<file path="config.mk">
export PLATFORM = sky130hd
export DESIGN_NAME = snrp_byte_div
export DESIGN_NICKNAME = d
export VERILOG_FILES = /design/src/hw/rtl/snrp_pkg.sv /design/src/hw/rtl/snrp_byte_div.sv
export SDC_FILE = /design/constraint.sdc
export NUM_CORES = 2
export LEC_CHECK = 0
export BUFFER_PORTS_ARGS = -buffer_cell sky130_fd_sc_hd__buf_2
export CAP_MARGIN = 25
export CORE_MARGIN = 1
export CORE_UTILIZATION = 40
export DETAILED_ROUTE_END_ITERATION = 8
export PLACE_DENSITY = 0.62
export SLEW_MARGIN = 20
export SYNTH_ARGS = -nofsm -noshare
export SYNTH_HDL_FRONTEND = slang
export SYNTH_SLANG_ARGS = --single-unit
export TNS_END_PERCENT = 20
</file>
<file path="constraint.sdc">
create_clock -name clk -period 11.5 [get_ports clk]
set_clock_uncertainty 0.05 [all_clocks]
set_input_delay 1.725 -clock clk [delete_from_list [all_inputs] [get_ports clk]]
set_output_delay 1.725 -clock clk [all_outputs]
set_load 0.005 [all_outputs]
</file>
<file path="src/hw/rtl/snrp_pkg.sv">
package snrp_pkg;

  localparam int GradWidth  = 24;
  localparam int CoordWidth = 12;
  localparam int MagWidth   = GradWidth;
  localparam int SqWidth    = 2 * MagWidth;
  localparam int SumWidth   = SqWidth + 2;
  // squared sum scaled by 65536 for 8 fraction bits of length
  localparam int RadWidth   = SumWidth + 16;
  localparam int RootWidth  = RadWidth / 2;
  localparam int RootSteps  = RootWidth;
  // numerator 256*g + len is at most 512*len
  localparam int NumWidth   = RootWidth + 10;
  localparam int ProdWidth  = NumWidth + 8;
  localparam int DivSteps   = 9;
  localparam int InWidth    = 3 * GradWidth + 2 * CoordWidth;
  localparam int InBytes    = (InWidth + 7) / 8;
  localparam int OutWidth   = 2 * CoordWidth + 32;
  localparam int OutBytes   = (OutWidth + 7) / 8;
  localparam logic [7:0] AlphaByte = 8'hff;
  localparam logic [7:0] ZeroByte  = 8'd127;

  typedef logic [CoordWidth-1:0] coord_t;

  // root work state travelling down the pipeline
  typedef struct packed {
    logic [RadWidth-1:0]   rad;
    logic [RootWidth+1:0]  rem;
    logic [RootWidth-1:0]  root;
  } sqrt_st_t;

  // per-lane division work state
  typedef struct packed {
    logic [ProdWidth-1:0] rem;
    logic [8:0]           quo;
    logic                 neg;
  } div_st_t;

endpackage

</file>
<file path="src/hw/rtl/snrp_byte_div.sv">
// Pipelined restoring divide of 255*num by 2*len, nine quotient bits, one per stage.
module snrp_byte_div (
  input  logic                            clk,
  input  logic                            rst,
  input  logic                            en,
  input  logic                            in_valid,
  input  logic [snrp_pkg::GradWidth-1:0]  in_grad,
  input  logic [snrp_pkg::RootWidth-1:0]  in_len,
  output logic                            out_valid,
  output logic [7:0]                      out_byte
);
  import snrp_pkg::*;

  // setup stage: form 255*num and the clamp flags
  logic [NumWidth-1:0]  num;
  logic signed [NumWidth:0] snum;
  logic                 s_vld;
  logic [ProdWidth-1:0] s_prod;
  logic [RootWidth:0]   s_den;
  logic                 s_neg;
  logic                 s_zero;

  always_comb begin
    snum = NumWidth'(signed'(in_grad)) * (NumWidth+1)'(256)
         + (NumWidth+1)'({1'b0, in_len});
    num  = snum[NumWidth-1:0];
  end

  always_ff @(posedge clk) begin
    if (rst) begin
      s_vld <= 1'b0;
    end else if (en) begin
      s_vld <= in_valid;
    end
  end
  always_ff @(posedge clk) begin
    if (en) begin
      s_prod <= ProdWidth'({num, 8'd0}) - ProdWidth'(num);
      s_den  <= {in_len, 1'b0};
      s_neg  <= snum[NumWidth] || (snum == '0);
      s_zero <= (in_len == '0);
    end
  end

  // quotient < 512, so nine shifted compares settle it
  div_st_t              st   [DivSteps+1];
  logic [DivSteps:0]    vld;
  logic [RootWidth:0]   den  [DivSteps+1];
  logic [DivSteps:0]    zr;

  assign st[0].rem = s_prod;
  assign st[0].quo = '0;
  assign st[0].neg = s_neg;
  assign vld[0]    = s_vld;
  assign den[0]    = s_den;
  assign zr[0]     = s_zero;

  for (genvar i = 0; i < DivSteps; i++) begin : g_step
    localparam int Sh = DivSteps - 1 - i;
    div_st_t nx;
    logic [ProdWidth+8:0] dsh;
    always_comb begin
      dsh    = (ProdWidth+9)'(den[i]) << Sh;
      nx     = st[i];
      if ((ProdWidth+9)'(st[i].rem) >= dsh) begin
        nx.rem    = st[i].rem - dsh[ProdWidth-1:0];
        nx.quo[Sh] = 1'b1;
      end
    end
    div_st_t            st_q;
    logic               vld_q;
    logic [RootWidth:0] den_q;
    logic               zr_q;
    always_ff @(posedge clk) begin
      if (rst) begin
        vld_q <= 1'b0;
      end else if (en) begin
        vld_q <= vld[i];
      end
    end
    always_ff @(posedge clk) begin
      if (en) begin
        st_q  <= nx;
        den_q <= den[i];
        zr_q  <= zr[i];
      end
    end
    assign st[i+1]  = st_q;
    assign vld[i+1] = vld_q;
    assign den[i+1] = den_q;
    assign zr[i+1]  = zr_q;
  end

  // zero vector, non-positive numerator, overflow clamp
  always_comb begin
    if (zr[DivSteps]) begin
      out_byte = ZeroByte;
    end else if (st[DivSteps].neg) begin
      out_byte = 8'd0;
    end else if (st[DivSteps].quo[8]) begin
      out_byte = 8'd255;
    end else begin
      out_byte = st[DivSteps].quo[7:0];
    end
  end
  assign out_valid = vld[DivSteps];

endmodule

</file>
* Word level (Yosys, flattened, before mapping) *
Cells that the tools add are included.

operators by class
  magnitude comparators = 9
  reduce and logical (&&, ||, !) cells = 3
  $add $sub $neg = 10
  muxes and demuxes = 11

operator list
  cell                                                            count
  51-bit 2-to-1 mux                                               7
  52-bit 2-to-1 mux                                               1
  51-bit by 34-bit greater-or-equal comparator with 1-bit output  1
  51-bit by 35-bit greater-or-equal comparator with 1-bit output  1
  51-bit by 36-bit greater-or-equal comparator with 1-bit output  1
  51-bit by 37-bit greater-or-equal comparator with 1-bit output  1
  51-bit by 38-bit greater-or-equal comparator with 1-bit output  1
  51-bit by 39-bit greater-or-equal comparator with 1-bit output  1
  51-bit by 40-bit greater-or-equal comparator with 1-bit output  1
  51-bit by 41-bit greater-or-equal comparator with 1-bit output  1
  51-bit by 42-bit greater-or-equal comparator with 1-bit output  1
  51-bit by 35-bit subtractor with 51-bit output                  1
  51-bit by 36-bit subtractor with 51-bit output                  1
  51-bit by 37-bit subtractor with 51-bit output                  1
  51-bit by 38-bit subtractor with 51-bit output                  1
  51-bit by 39-bit subtractor with 51-bit output                  1
  51-bit by 40-bit subtractor with 51-bit output                  1
  51-bit by 41-bit subtractor with 51-bit output                  1
  51-bit by 42-bit subtractor with 51-bit output                  1
  43-bit by 44-bit subtractor with 45-bit output                  1
  44-bit logical NOT                                              1
  32-bit by 34-bit adder with 35-bit output                       1
  33-bit logical NOT                                              1
  8-bit 2-to-1 mux                                                3
  1-bit logical OR                                                1

storage, ports and cells
  flip-flop bits (word level) = 831
  word-level logic and storage cells = 98
  input bits = 61
  output and inout bits = 9

* Depth between registers and ports, before layout *
  depth after elaboration = 3
  mapped depth = 23
  gate-level depth less buffers = 22

* Least setup slack after synthesis *
No wires, ideal clock.

  kind = in2reg
  from = input in_grad[0] in the netlist's numbering
  to = register s_prod[43], data pin
  stages = 22
  buffers on the path = 1
  data arrival time = 5.991 ns
  slack = 5.193 ns
  cell sequence = ha_1 > fa_1 > a21o_1 > a211o_1 > a221oi_1 > o21bai_1 > a21oi_1 > xnor2_1 > inv_1 > ha_1 > clkbuf_1 > a21o_1 > a21oi_1 > o21ai_0 > o2111ai_1 > a211o_1 > a31o_2 > o21ai_2 > a31oi_1 > o22ai_1 > o41ai_1 > xnor2_1

between the ends
  word-level cells in the longest chain between the ends = 2

RTL lines
  item                                            RTL line             RTL
  start, declared                                 snrp_byte_div.sv:7   input logic [snrp_pkg::GradWidth-1:0] in_grad,
  32-bit by 34-bit adder with 35-bit output       snrp_byte_div.sv:25  + (NumWidth+1)'({1'b0, in_len});
  43-bit by 44-bit subtractor with 45-bit output  snrp_byte_div.sv:38  s_prod <= ProdWidth'({num, 8'd0}) - ProdWidth'(num);
  end signal, assigned                            snrp_byte_div.sv:38
  end, declared                                   snrp_byte_div.sv:18  logic [ProdWidth-1:0] s_prod;

Every way passes these cells.
A chain may end at the register's enable or synchronous reset.

* Worst setup path in the final report *
Same ends and word-level chain as after synthesis.

==> flow_summary.yaml <==
clocking:
  cts-resized-gates: 0
  cts_hold_buf: 0
  cts_setup_buffers: 0
  clk_pin_slew_worst_paths_ns: 0.06
  clk_latency_ns: 0.69
  h-tree-depth: 3
  clockBufferDepth: 3
  clkSinkCount: 816
  cts_buffers: 92
  root_buffer: "clkbuf_16"
  tritoncts: "built"
worst_setup_path:
  ff2ff_setup_slack_ns: 6.55
  path_max_fanout: 17
  required_ns: 11.86
  critical_path_class: "in2reg"
  cp_top_family: "compound AO/OA/AOI/OAI gates"
  crit_path_cell_trace: "buf_2, ha_1, fa_1, a21o_1, a211o_1, a21oi_1, o21ai_1, a21oi_1, o21ai_1, xor2_1, inv_1, ha_1, a21o_1, a21oi_1, o21ai_0, nand4_1, o22ai_1, o41ai_1, xnor2_1"
  cp_slowest_stage_delay_ns: 0.51
  cp_common_cell: "a21oi_1"
  crit_path_start_kind: "primary input"
  end_kind: "flop"
  rr_worst_depth: 15
  path_buf_inv: 2
  critPathSlowestCell: "xor2_1"
  cp_data_arrival_time_ns: 6.72
  r2r_start: "s_prod[0]"
  reg2reg_to: "g_step[0].st_q[36]"
detailed_routing:
  drt_iter0_markers: 1861
  drc: 0
  wl_per_cell_um: 16.5
  finalWirelength_mm: 105
  drtPass1Iterations: 6
  num_vias: 33000
  ant_nets: 0
  vias_per_cell: 5.20
timing:
  setup_violations: 0
  fmax_mhz: 157
  max_slew_margin: 0.353
  finalCritPeriodShare: 0.552
  rsz0062_at_grt: "no"
  fin_crit_ns: 6.35
  tns_ns: 0
  hold_viol_final: 0
  drv_slew: 0
  max_slew.worst_pin.slew_ns: 0.962
cells_and_area:
  n_antenna_cell: 0
  multi_input_area_sq_mm: 0.0223
  seq_area_sq_mm: 0.0244
  drive_above_1_share: 0.0670
  fin_nets: 5085
  area_growth_pct: 10.9
  fillers: 11300
floorplanning:
  die_h_um: 351
  core_sq_mm: 0.120
  die_w_um: 351
  start_util: 0.405
  io_pins: 70
  fp-row-count: 127
  dieArea_sq_mm: 0.123
synthesis:
  ys_top_cells_by_count: "806 x edfxtp_1, 426 x inv_1, 406 x nand2_1"
  syn-instance-count: 4592
  synth_mux_area_frac: 0.00999
  postSynthAreaPerCell_sq_um: 10.6
  synthAdderAreaFrac: 0.0953
  synth.most_common_cell: "edfxtp_1"
  synth_seq_cells: 816
  yosys_warnings: 0
  synthArstFlopShare: 0
  synth_top_family_by_area: "compound AO/OA/AOI/OAI gates"
  synth_ff_type: "edfxtp_1"
  syn_area_sq_mm: 0.0487
  synth_edf_count: 806
  ys_types: 99
  syn_nets: 5017
  synthSimpleGateAreaFrac: 0.120
  ys_seq_area_frac: 0.501
  ys_top_cells_by_area: "edfxtp_1 50%, ha_1 9.1%, xnor2_1 3.6%, a21oi_1 3.5%, inv_1 3.3%"
  netlist.top_cell.by_area: "edfxtp_1"
  yosysTopAreaCellShare: 0.497
  synthXorXnorAreaFrac: 0.0681
  synth_compound_area_frac: 0.163
min_path:
  whs_endpoint: "g_step[5].st_q[9]"
  worstHoldStart: "g_step[4].st_q[9]"
  hold_path.class: "reg2reg"
  hold_depth: 0
run:
  drv_cap: 0
run_status:
  outcome: "complete, no violations"
global_routing:
  grt_pass1_wl_mm: 169
  grt_pass1_vias: 32500
  grt_max_degree: 181
  overflow: 0
  grt.total_usage: 0.170
  grt_antenna_before_repair: 0
pwr:
  cellLeakagePower_nw: 21.5
  p_total_mw: 13.6
  power_density_mw_per_mm2: 252
  ir_worst_vdd_uv: 123
placement:
  dpl.hpwl_mm: 81.1
  gp_congestion: 0.967
  port_buffers: 69
-- placed cells by master (no fill, tap or decap), types with 49 or more instances in the layout --
cell type / netlist / layout
nor3_1: 88 / 88
nor2_1: 265 / 265
a21oi_1: 336 / 335
xor2_1: 173 / 173
nand2_1: 406 / 406
nor2b_1: 51 / 51
clkbuf_16: 0 / 93
ha_1: 355 / 355
inv_1: 426 / 426
nand4_1: 62 / 62
o21ai_0: 309 / 309
nand2b_1: 52 / 52
buf_2: 19 / 68
o21a_1: 49 / 49
a21o_1: 200 / 200
nor4_1: 53 / 51
xnor2_1: 203 / 203
nand3_1: 72 / 72
edfxtp_1: 806 / 806
-- cell type report --
| cell class | count | share of cell area |
|---|---|---|
| well taps | 1612 | 0.0373 |
| clock buffers | 102 | 0.0437 |
| flip-flops and latches | 816 | 0.452 |
| clock inverters | 66 | 0.0142 |
| repair buffers | 90 | 0.0101 |
| inverters | 426 | 0.0296 |
| multi-input cells | 3234 | 0.413 |
-- cell families after synthesis --
logic type                 after synthesis
adders and majority gates              366
AOI/OAI and AO/OA                     1243
xor gates and xnor gates               377
and+or+nand+nor                       1203
buffers and inverters                  542
muxes                                   45
DFF                                    816
-- worst max path at each step --
stage / from / end / slack (ns) / cells after the start
after floorplan: in_grad[0] / s_prod[43] / 5.19 / 22
after global placement: in_grad[0] / s_prod[43] / 4.46 / 22
after global routing: in_grad[0] / s_prod[43] / 4.90 / 22
after detailed placement: in_grad[0] / s_prod[40] / 4.49 / 22
after CTS: in_grad[0] / s_prod[40] / 5.25 / 22
final: in_grad[0] / s_prod[43] / 5.15 / 19
-- power breakdown --
| group | internal (mW) | leakage [nW] | switching (mW) |
|---|---|---|---|
| logic | 2.47 | 12.1 | 3.29 |
| registers | 4.39 | 7.91 | 0.464 |
| clock network | 1.82 | 1.53 | 1.19 |
-- routing by layer --
layer  wire, um  track usage
met1      46600        0.208
met2      50100        0.296
met3       3570       0.0270
met4       4710       0.0765
met5          0            0
-- flip-flops by register name (all words and copies together), names as in the netlist --
signal,count
s_neg,1
g_step.vld_q,8
s_zero,1
s_den,32
s_prod,45
g_step.den_q,256
g_step.zr_q,9
s_vld,1
g_step.st_q,462
out_valid,1
-- through the flow --
| step | hold WS, ns | instances | area [sq um] | utilization | setup slack [ns] |
|---|---|---|---|---|---|
| 2_1_floorplan | 0.350 | 4592 | 48700 | - | 5.19 |
| 3_3_place_gp | 0.353 | 6177 | 50900 | 0.423 | 4.46 |
| 3_5_place_dp | 0.355 | 6177 | 50900 | 0.423 | 4.49 |
| 4_1_cts | 0.359 | 6345 | 54000 | 0.449 | 5.25 |
| 5_1_grt | 0.365 | 6346 | 54000 | 0.449 | 4.90 |
| 6_report | 0.356 | 6346 | 54000 | 0.449 | 5.15 |
(Power assumes the default switching activity.)
